## config.mk

```make
export PLATFORM = sky130hd
export DESIGN_NAME = tun_queue
export DESIGN_NICKNAME = d
export VERILOG_FILES = /design/src/design/triangle_unit_normal_defines.svh /design/src/design/tun_pkg.sv /design/src/design/tun_queue.sv
export SDC_FILE = /design/constraint.sdc
export NUM_CORES = 1
export LEC_CHECK = 0
export ABC_CLOCK_PERIOD_IN_PS = 2100
export BUFFER_PORTS_ARGS = -buffer_cell sky130_fd_sc_hd__buf_2
export CAP_MARGIN = 20
export CORE_AREA = 2 2 63 53
export CTS_BUF_LIST = sky130_fd_sc_hd__clkbuf_8
export CTS_CLUSTER_SIZE = 12
export DETAILED_ROUTE_END_ITERATION = 8
export DIE_AREA = 0 0 65 55
export PLACE_DENSITY = 0.79
export SYNTH_ARGS = -nofsm -noshare
export SYNTH_HDL_FRONTEND = slang
export SYNTH_SLANG_ARGS = --single-unit
```

## constraint.sdc

```tcl
create_clock -name clk -period 2.1 [get_ports clk]
set_input_delay 0.21 -clock clk [delete_from_list [all_inputs] [get_ports clk]]
set_output_delay 0.21 -clock clk [all_outputs]
set_load 0.02 [all_outputs]
```

## src/design/triangle_unit_normal_defines.svh

```systemverilog
// ----------------------------------------------------------------------------
// triangle_unit_normal_defines.svh
// Assertion macros for the triangle unit normal block.
// ----------------------------------------------------------------------------
`ifndef TRIANGLE_UNIT_NORMAL_DEFINES_SVH
`define TRIANGLE_UNIT_NORMAL_DEFINES_SVH

// same-cycle implication, clocked on clk, off during reset
`define TUN_ASSERT_IMPL(label, ante, cons) \
    label: assert property (@(posedge clk) disable iff (!rst_n) (ante) |-> (cons)) \
        else $error("tun assertion failed");

// next-cycle implication, clocked on clk, off during reset
`define TUN_ASSERT_NEXT(label, ante, cons) \
    label: assert property (@(posedge clk) disable iff (!rst_n) (ante) |=> (cons)) \
        else $error("tun assertion failed");

`endif

```

## src/design/tun_pkg.sv

```systemverilog
// ----------------------------------------------------------------------------
// tun_pkg
// Shared constants and control types of the triangle unit normal block.
// ----------------------------------------------------------------------------
package tun_pkg;

    localparam int COORD_BITS    = 16;
    localparam int FRACTION_BITS = 15;
    localparam int OUT_BITS      = 16;
    localparam int QUEUE_DEPTH   = 4;

    typedef struct packed {
        logic full;
        logic empty;
    } queue_status_t;

    typedef struct packed {
        logic push;
        logic pop;
    } queue_ctl_t;

endpackage

```

## src/design/tun_queue.sv

```systemverilog
// ----------------------------------------------------------------------------
// tun_queue
// Short FIFO between front and back.
// ----------------------------------------------------------------------------
module tun_queue #(
    parameter int WIDTH = 8,
    parameter int DEPTH = tun_pkg::QUEUE_DEPTH
) (
    input  logic                   clk,
    input  logic                   rst_n,
    input  tun_pkg::queue_ctl_t    ctl,
    input  logic [WIDTH-1:0]       wr_word,
    output logic [WIDTH-1:0]       rd_word,
    output tun_pkg::queue_status_t status
);

    localparam int AW = (DEPTH > 1) ? $clog2(DEPTH) : 1;
    localparam int CW = $clog2(DEPTH + 1);

    logic [WIDTH-1:0] mem [0:DEPTH-1];
    logic [AW-1:0]    wp_reg, rp_reg;
    logic [AW-1:0]    rp_next;
    logic [CW-1:0]    cnt_reg;
    logic [WIDTH-1:0] rd_word_reg;
    logic             do_push, do_pop;

    function automatic logic [AW-1:0] bump(input logic [AW-1:0] p);
        return (p == AW'(DEPTH - 1)) ? '0 : p + 1'b1;
    endfunction

    assign status.full  = (cnt_reg == CW'(DEPTH));
    assign status.empty = (cnt_reg == '0);
    assign do_push      = ctl.push && !status.full;
    assign do_pop       = ctl.pop && !status.empty;
    assign rp_next      = do_pop ? bump(rp_reg) : rp_reg;
    assign rd_word      = rd_word_reg;

    always_ff @(posedge clk or negedge rst_n)
    begin
        if (!rst_n)
        begin
            wp_reg  <= '0;
            rp_reg  <= '0;
            cnt_reg <= '0;
        end
        else
        begin
            if (do_push)
                wp_reg <= bump(wp_reg);
            rp_reg <= rp_next;
            if (do_push && !do_pop)
                cnt_reg <= cnt_reg + 1'b1;
            else if (do_pop && !do_push)
                cnt_reg <= cnt_reg - 1'b1;
        end
    end

    always_ff @(posedge clk)
    begin
        if (do_push)
            mem[wp_reg] <= wr_word;
        if (do_push && (wp_reg == rp_next))
            rd_word_reg <= wr_word;
        else
            rd_word_reg <= mem[rp_next];
    end

endmodule

```

==> reports/results.ini, run 1 <==
[yosys]
synth_simple_gate_area_share = 0.0536
syn_inst = 81
synth_xor_area_frac = 0.0158
synth_top_area_cell = edfxtp_1
synth_compound_gate_area_share = 0
synth.area.top_cells = edfxtp_1, mux4_2, dfrtp_1, ha_1, mux2_4
synth_cell_types = 20
yosys_register_bits = 41
synth_adder_area_share = 0.0574
muxShareOfSynthArea = 0.152
synth_top_family_by_area = multiplexers
synthesis.nets = 100
yosysSeqAreaShare = 0.709
syn_area_sq_mm = 0.00166
synth_top_cell_area_share = 0.580
yosysWarnings = 0
synth.avg_cell_area_sq_um = 20.5

[clock_network]
h-tree-depth = 2
ctsLongestPathBuffers = 2
cts_root_buffer = clkbuf_8
cts.sinks = 41
clk_pin_slew_ns = 0.07
cts_tree = yes
insertion_delay_ns = 0.29
cts_buffers = 5
post-cts-setup-buffer-count = 0

[status]
outcome = complete, no violations

[route]
route.detailed.drc = 0
ant_nets = 0
first_pass_iters = 4
drtIter0Drc = 22
via_per_inst = 5.36
wl_um = 2530
avgRoutedWirePerCell_um = 16.7
via_count = 809

[floorplan]
num_io_pins = 22
initial_core_util = 0.562
num_rows = 18
core_sq_mm = 0.00295
die_w_um = 65
dieArea_sq_mm = 0.00358
die_h_um = 55

[power]
ir_worst_vdd_mv = 0.798
power_density_mw_per_mm2 = 1490
total_power_uw = 2910
total_leakage_power_uw = 0.000753

[sta]
rsz0062_at_grt = false
finalHoldViolCount = 0
slew_viol_final = 0
finalCriticalPeriod_ns = 1.98
setup_viol = 0
setup_slack_ns = 0.117
max_freq_mhz = 504
skew_ns = 0.00490
fin_crit_sh = 0.944
tightest_slew_ns = 0.402
slew_headroom = 0.732
tns_ns = 0

[critical_path]
cpMaxStageDelayCell = dfrtp_2
crit_fanout = 6
slowest_delay_ns = 0.46
path_buf_inv = 1
end_kind = register
path_class = register to register
arrival_ns = 2.16
start_kind = register
critPathTopFamily = adder cells
path_cells = nor3b_4, nor2b_4, ha_1, inv_1, fa_1, mux2_2
required_ns = 2.27

[place]
io_buffer_count = 21
dp_hpwl_um = 1760
gp_congestion = 0.687
post-place-ws_ns = 0.126
place_inst = 142

[global_route]
grt_overflow_total = 0
grt_max_degree = 14
first_global_vias = 781
antenna_found_initial = 0
track_usage = 0.158
grt_pass1_wl_um = 3710

[cells_and_area]
antennaDiodeCount = 0
drive_gt1_frac = 0.450
final_cells = 151
fin_nets = 129
areaGrowthSynthToFinish_pct = 18.0
largest_reg_flops = 32
post-route-util = 0.663
n_fill_cell = 204

[hold_path]
hold_class = primary input to register

[job]
cap_violations = 0

[path summary, 6_finish.rpt]
path | endpoint | cells past startpoint | startpoint | slack, ns
setup / recovery | cnt_reg[1]$_DFFE_PN0P_ | 6 | cnt_reg[1]$_DFFE_PN0P_ | 0.12
hold / removal | mem[2][6]$_DFFE_PP_ | 1 | wr_word[6] | 0.13
setup reg to reg | cnt_reg[1]$_DFFE_PN0P_ | 6 | cnt_reg[1]$_DFFE_PN0P_ | 0.12
hold reg to reg | register | 1 | rp_reg[1]$_DFF_PN0_ | 0.54
max in group asynchronous | cnt_reg[1]$_DFFE_PN0P_ | 2 | rst_n | 1.65
min in group asynchronous | cnt_reg[2]$_DFFE_PN0P_ | 2 | rst_n | 0.28
[placed cells by master, fill, tap and decap left out]
| cell | count |
|---|---|
| edfxtp_1 | 32 |
| buf_2 | 21 |
| mux4_2 | 8 |
| ha_1 | 6 |
| clkbuf_8 | 6 |
| dfrtp_1 | 5 |
| nor2_1 | 4 |
| mux2_4 | 4 |
| inv_1 | 3 |
| and2_1 | 3 |
| xor2_1 | 2 |
| dfxtp_1 | 2 |
| dfrtp_2 | 2 |
| buf_4 | 2 |
| nor3_2 | 1 |
| nand2b_4 | 1 |
| nor3b_4 | 1 |
| nor2b_4 | 1 |
| nand2_1 | 1 |
| mux2_2 | 1 |
| xnor2_1 | 1 |
| fa_1 | 1 |
| clkinvlp_4 | 1 |
| bufinv_16 | 1 |
| dlygate4sd3_1 | 1 |
[logic make-up (layout without fill, tap and decap cells)]
logic type,after synthesis,after routing
AND/OR/NAND/NOR,12,12
multiplexers,13,13
adder cells (fa/ha/maj),7,7
flip-flops,41,41
buffers and inverters,5,35
XOR/XNOR,3,3
[through the flow]
step | area (sq um) | hold WS (ns)
finish | 1960 | 0.134
global placement | 1820 | 0.0486
global route | 1960 | 0.125
floorplan | 1660 | -0.0856
detailed placement | 1820 | 0.0531
CTS | 1950 | 0.125
[final cells by class]
class,instances,area [sq um],area share
Clock buffer,6,82.6,0.0422
Tap cell,40,50.0,0.0256
Sequential cell,41,1180,0.602
Timing Repair Buffer,24,130,0.0665
Multi-Input combinational cell,35,467,0.238
Inverter,3,11.3,0.00575
Clock inverter,2,37.5,0.0192
[synth_stat cells]
| cell | instances |
|---|---|
| and2_1 | 3 |
| buf_1 | 1 |
| buf_2 | 1 |
| dfrtp_1 | 7 |
| dfxtp_1 | 2 |
| edfxtp_1 | 32 |
| fa_1 | 1 |
| ha_1 | 6 |
| inv_1 | 3 |
| mux2_2 | 1 |
| mux2_4 | 4 |
| mux4_2 | 8 |
| nand2_1 | 1 |
| nand2b_4 | 1 |
| nor2_1 | 4 |
| nor2b_4 | 1 |
| nor3_1 | 1 |
| nor3b_4 | 1 |
| xnor2_1 | 1 |
| xor2_1 | 2 |
[timing repair]
item | CTS | global route
resized for setup | 0 | 2
hold buffers | 1 | 0
setup endpoints to repair | 0 | 2
endpoints found under the hold margin | 7 | 0
[where the power goes]
part	switching [uW]	leakage, uW	internal (uW)
sequential	162	0.000390	1110
clock	251	0.0000574	386
combinational	500	0.000305	496
[routing by layer]
| layer | track usage | wire [um] | vias to the layer above | part of all wire |
|---|---|---|---|---|
| li1 | - | - | 365 | - |
| met1 | 0.177 | 1060 | 412 | 0.42 |
| met2 | 0.275 | 1290 | 27 | 0.51 |
| met3 | 0.0547 | 142 | 5 | 0.056 |
| met4 | 0.0851 | 39 | 0 | 0.015 |
| met5 | 0 | 0 | - | 0 |
Power figures use the tool's default switching activity.
==> inputs of run 2 (changes only) <==
--- a/config.mk
+++ b/config.mk
@@ -8,11 +8,11 @@
 export ABC_CLOCK_PERIOD_IN_PS = 2100
 export BUFFER_PORTS_ARGS = -buffer_cell sky130_fd_sc_hd__buf_2
 export CAP_MARGIN = 20
-export CORE_AREA = 2 2 63 53
+export CORE_AREA = 3 3 64 54
 export CTS_BUF_LIST = sky130_fd_sc_hd__clkbuf_8
 export CTS_CLUSTER_SIZE = 12
 export DETAILED_ROUTE_END_ITERATION = 8
-export DIE_AREA = 0 0 65 55
+export DIE_AREA = 0 0 67 57
 export PLACE_DENSITY = 0.79
 export SYNTH_ARGS = -nofsm -noshare
 export SYNTH_HDL_FRONTEND = slang
==> run 2 against run 1 <==
  * Critical path depth rose by 1
  * Worst setup slack worse by 0.024 ns
  * Global-route usage shrank 0.065 points
  * Largest cell class unchanged
  * First-iteration DRC count increased by 36%
  * Critical endpoint unchanged
  * Clock skew fell by 0.00050 ns
  * Clock-buffer cell count stayed put
  * Routed wire length rose by 5.1%
  * Worst hold slack worse by 0.0028 ns
==> reports/results.ini, run 2 (synthesized netlist as in run 1, its figures left out) <==
[critical_path]
start_kind = register
path_class = register to register
required_ns = 2.28
end_kind = register
arrival_ns = 2.19
r2r_setup_slack_ns = 0.09
crit_fanout = 4

[global_route]
antenna_found_initial = 0
grt_pass1_wl_um = 4020
first_global_vias = 821
track_usage = 0.157
grt_max_degree = 14
grt_overflow_total = 0

[place]
io_buffer_count = 21
gp_congestion = 0.696
dp_hpwl_um = 1840
place_inst = 141

[sta]
max_freq_mhz = 498
finalHoldViolCount = 0
tns_ns = 0
setup_viol = 0
fin_worst_hold_slack_ns = 0.132
finalCriticalPeriod_ns = 2.01
slew_viol_final = 0
tightest_slew_ns = 0.449
fin_crit_sh = 0.956
skew_ns = 0.00439
slew_headroom = 0.701

[route]
via_per_inst = 5.29
route.detailed.drc = 0
via_count = 820
avgRoutedWirePerCell_um = 17.1
wl_um = 2660
ant_nets = 0
first_pass_iters = 4
drtIter0Drc = 30

[cells_and_area]
final_cells = 155
final_common_cell = edfxtp_1
largest_reg_flops = 32
fin_nets = 135
mostFrequentLayoutCells = edfxtp_1, buf_2, mux4_2, buf_4
n_fill_cell = 192
drive_gt1_frac = 0.470
antennaDiodeCount = 0
post-route-util = 0.712
areaGrowthSynthToFinish_pct = 20.5

[floorplan]
dieArea_sq_mm = 0.00382
die_h_um = 57
initial_core_util = 0.590
core_sq_mm = 0.00281
num_io_pins = 22
die_w_um = 67
num_rows = 17

[clock_network]
ctsLongestPathBuffers = 2
cts.sinks = 41
insertion_delay_ns = 0.29
cts_tree = yes
clk_pin_slew_ns = 0.08
h-tree-depth = 2
cts_root_buffer = clkbuf_8
cts_buffers = 5

[power]
power_density_mw_per_mm2 = 1490
total_leakage_power_uw = 0.000783
total_power_uw = 2980
ir_worst_vdd_mv = 1.11

[job]
cap_violations = 0

[hold_path]
hold_class = primary input to register

[status]
outcome = complete, no violations

## run 2: changes by cell type in the layout (fill, tap and decap cells not counted), sizes merged
cell  previous run  this run
buf             23        29
## run 2: final cells by class
cell class	count	area, sq um	area share
repair buffers	30	175	0.0877
clock inverters	2	37.5	0.0188
multi-input cells	35	467	0.234
flip-flops and latches	41	1180	0.589
inverters	3	11.3	0.00564
clock buffers	6	82.6	0.0413
well taps	38	47.5	0.0238
## run 2: critical path, stage by stage (launching register included)
cell,delay [ns]
dfrtp_2,0.43
buf_4,0.15
nor3b_4,0.27
nor2b_4,0.08
ha_1,0.23
inv_1,0.07
fa_1,0.40
mux2_2,0.27
## run 2: per-stage QoR
step | setup slack (ns) | area, sq um
floorplan | 0.00482 | 1660
global placement | 0.196 | 1830
detailed placement | 0.0832 | 1830
CTS | 0.0576 | 1960
global route | -0.00373 | 2000
finish | 0.0932 | 2000
## run 2: final timing paths
kind                                             start                endpoint  cells past startpoint
worst max-delay path            cnt_reg[0]$_DFFE_PN0P_  cnt_reg[1]$_DFFE_PN0P_                      7
worst min-delay path                        wr_word[3]     mem[3][3]$_DFFE_PP_                      1
worst max register to register  cnt_reg[0]$_DFFE_PN0P_  cnt_reg[1]$_DFFE_PN0P_                      7
worst min register to register  cnt_reg[2]$_DFFE_PN0P_  cnt_reg[2]$_DFFE_PN0P_                      1
max in group asynchronous                        rst_n  cnt_reg[0]$_DFFE_PN0P_                      2
min in group asynchronous                        rst_n  cnt_reg[1]$_DFFE_PN0P_                      2
## run 2: repair_timing
item	4_1_cts	5_1_grt
endpoints found under the setup margin	0	1
resized for setup	0	1
setup buffers	0	5
endpoints found under the hold margin	7	0
hold buffers	1	0
## run 2: where the power goes
group / leakage (uW) / switching (uW) / internal [uW] / total [uW]
Clock: 0.0000574 / 261 / 386 / 647
Sequential: 0.000391 / 139 / 1110 / 1250
Combinational: 0.000334 / 534 / 545 / 1080
## run 2: per-layer routing
| layer | share of wire | global-route usage | vias up | routed length [um] |
|---|---|---|---|---|
| met5 | 0 | 0 | - | 0 |
| met4 | 0.026 | 0.104 | 0 | 70 |
| li1 | - | - | 376 | - |
| met3 | 0.045 | 0.0472 | 9 | 119 |
| met1 | 0.41 | 0.185 | 416 | 1090 |
| met2 | 0.52 | 0.249 | 19 | 1370 |
==> inputs of run 3 (changes only) <==
--- a/config.mk
+++ b/config.mk
@@ -5,15 +5,15 @@
 export SDC_FILE = /design/constraint.sdc
 export NUM_CORES = 1
 export LEC_CHECK = 0
-export ABC_CLOCK_PERIOD_IN_PS = 2100
+export ABC_CLOCK_PERIOD_IN_PS = 1790
 export BUFFER_PORTS_ARGS = -buffer_cell sky130_fd_sc_hd__buf_2
 export CAP_MARGIN = 20
-export CORE_AREA = 3 3 64 54
+export CORE_AREA = 3 3 67 57
 export CTS_BUF_LIST = sky130_fd_sc_hd__clkbuf_8
 export CTS_CLUSTER_SIZE = 12
 export DETAILED_ROUTE_END_ITERATION = 8
-export DIE_AREA = 0 0 67 57
-export PLACE_DENSITY = 0.79
+export DIE_AREA = 0 0 70 60
+export PLACE_DENSITY = 0.74
 export SYNTH_ARGS = -nofsm -noshare
 export SYNTH_HDL_FRONTEND = slang
 export SYNTH_SLANG_ARGS = --single-unit
==> constraint.sdc (replaced) <==
create_clock -name clk -period 1.79 [get_ports clk]
set_input_delay 0.179 -clock clk [delete_from_list [all_inputs] [get_ports clk]]
set_output_delay 0.179 -clock clk [all_outputs]
set_load 0.02 [all_outputs]
==> run 3 against run 2 <==
  * The flow now finishes with violations (setup timing)
  * Via count rose by 3.5%
  * Critical path depth fell by 1
  * Sequential power rose by 19%
  * Clock skew barely moved
  * Maximum frequency rose by 10%
  * Worst setup slack got worse by 0.12 ns
  * Global-route usage fell by 0.81 points
  * Total power rose by 19%
  * Worst hold slack got worse by 0.025 ns
  * Largest cell class unchanged
==> reports/results.ini, run 3 (synthesized netlist as in run 1, its figures left out) <==
[floorplan]
initial_core_util = 0.533
num_io_pins = 22
num_rows = 18
die_h_um = 60
core_sq_mm = 0.00311
dieArea_sq_mm = 0.00420
die_w_um = 70

[cells_and_area]
largest_reg_flops = 32
areaGrowthSynthToFinish_pct = 27.5
stdcell_area_sq_mm = 0.00211
drive_gt1_frac = 0.547
mostFrequentLayoutCells = edfxtp_1, buf_2, buf_4
final_common_cell = edfxtp_1
final_cells = 168
antennaDiodeCount = 0
post-route-util = 0.680
fin_nets = 146

[critical_path]
arrival_ns = 1.99
required_ns = 1.96
crit_fanout = 3
path_class = register to register
end_kind = register
start_kind = register

[place]
gp_congestion = 0.761
place_inst = 151
placed_area_sq_mm = 0.00195
dp_hpwl_um = 1940
io_buffer_count = 21

[global_route]
antenna_found_initial = 0
grt_max_degree = 14
first_global_vias = 897
grt_overflow_total = 0
track_usage = 0.149
grt_pass1_wl_um = 4530

[sta]
rsz0062_at_grt = true
tightest_slew_ns = 0.414
finalHoldViolCount = 0
skew_ns = 0.00443
fin_crit_sh = 1.02
slew_viol_final = 0
slew_headroom = 0.724
setup_slack_ns = -0.0278
finalCriticalPeriod_ns = 1.82
max_freq_mhz = 550
setup_viol = 2

[power]
total_power_uw = 3540
ir_worst_vdd_mv = 0.792
total_leakage_power_uw = 0.000839
power_density_mw_per_mm2 = 1670

[route]
ant_nets = 0
drtIter0Drc = 56
via_count = 849
wl_um = 2800
route.detailed.drc = 0
first_pass_iters = 4
avgRoutedWirePerCell_um = 16.7
via_per_inst = 5.05

[clock_network]
insertion_delay_ns = 0.28
h-tree-depth = 2
cts_root_buffer = clkbuf_8
ctsLongestPathBuffers = 2
cts.sinks = 41
clk_pin_slew_ns = 0.08
cts_buffers = 5
cts_tree = yes

[hold_path]
hold_class = primary input to register

[status]
outcome = finished with violations
violations = setup timing

[job]
cap_violations = 0

==> run 3: cell types whose count changed in the layout (fill, tap and decap cells not counted), sizes merged <==
cell / previous run / this run
bufinv: 1 / 0
buf: 29 / 40
clkinv: 0 / 2
clkbuf: 6 / 5
==> run 3: worst max-delay path, stage by stage (launching register included) <==
cell and delay (ns):
dfrtp_2 0.46, nor3b_4 0.27, nor2b_4 0.08, ha_4 0.16, inv_2 0.04, fa_2 0.41, mux2_4 0.28
==> run 3: worst paths after layout <==
| path | startpoint | endpoint | slack [ns] | depth (start not counted) |
|---|---|---|---|---|
| max | cnt_reg[1]$_DFFE_PN0P_ | cnt_reg[1]$_DFFE_PN0P_ | -0.03 | 6 |
| min | wr_word[1] | mem[2][1]$_DFFE_PP_ | 0.11 | 1 |
| max reg2reg | cnt_reg[1]$_DFFE_PN0P_ | cnt_reg[1]$_DFFE_PN0P_ | -0.03 | 6 |
| min reg2reg | rp_reg[1]$_DFF_PN0_ | register | 0.54 | 1 |
| max in group asynchronous | rst_n | cnt_reg[0]$_DFFE_PN0P_ | 1.34 | 2 |
| min in group asynchronous | rst_n | cnt_reg[1]$_DFFE_PN0P_ | 0.27 | 2 |
==> run 3: cell type report <==
class                      count  area [sq um]
clock buffer                   5          68.8
clock inverter                 3          17.5
fill                         210           995
inverter                       3          11.3
multi-input combinational     35           492
sequential                    41          1180
tap                           40          50.0
timing repair buffer          41           295
==> run 3: stage by stage <==
| stage | setup slack (ns) | hold slack (ns) | TNS (ns) |
|---|---|---|---|
| after CTS | -0.0318 | 0.0993 | -0.0318 |
| after detailed placement | -0.0390 | 0.0273 | -0.0406 |
| after global routing | -0.125 | 0.0980 | -0.206 |
| after floorplan | -0.150 | -0.117 | -0.299 |
| after global placement | -0.00679 | 0.0223 | -0.00679 |
| final | -0.0278 | 0.107 | -0.0408 |
==> run 3: what timing repair did <==
| item | 4_1_cts | 5_1_grt |
|---|---|---|
| pin swaps | 4 | 3 |
| setup buffers | 4 | 4 |
| hold buffers | 1 | 0 |
| endpoints found under the setup margin | 2 | 2 |
| endpoints found under the hold margin | 7 | 0 |
| resized for setup | 0 | 1 |
==> run 3: routing by layer <==
metal	up-vias	global-route usage	wire length (um)
met5	-	0	0
met4	0	0.0492	11
met3	2	0.0471	128
met2	18	0.249	1450
met1	433	0.189	1210
li1	396	-	-
==> run 3: where the power goes <==
| group | leakage (uW) | internal (uW) | switching, uW |
|---|---|---|---|
| Sequential | 0.000390 | 1300 | 190 |
| Combinational | 0.000405 | 815 | 662 |
| Clock | 0.0000439 | 269 | 296 |
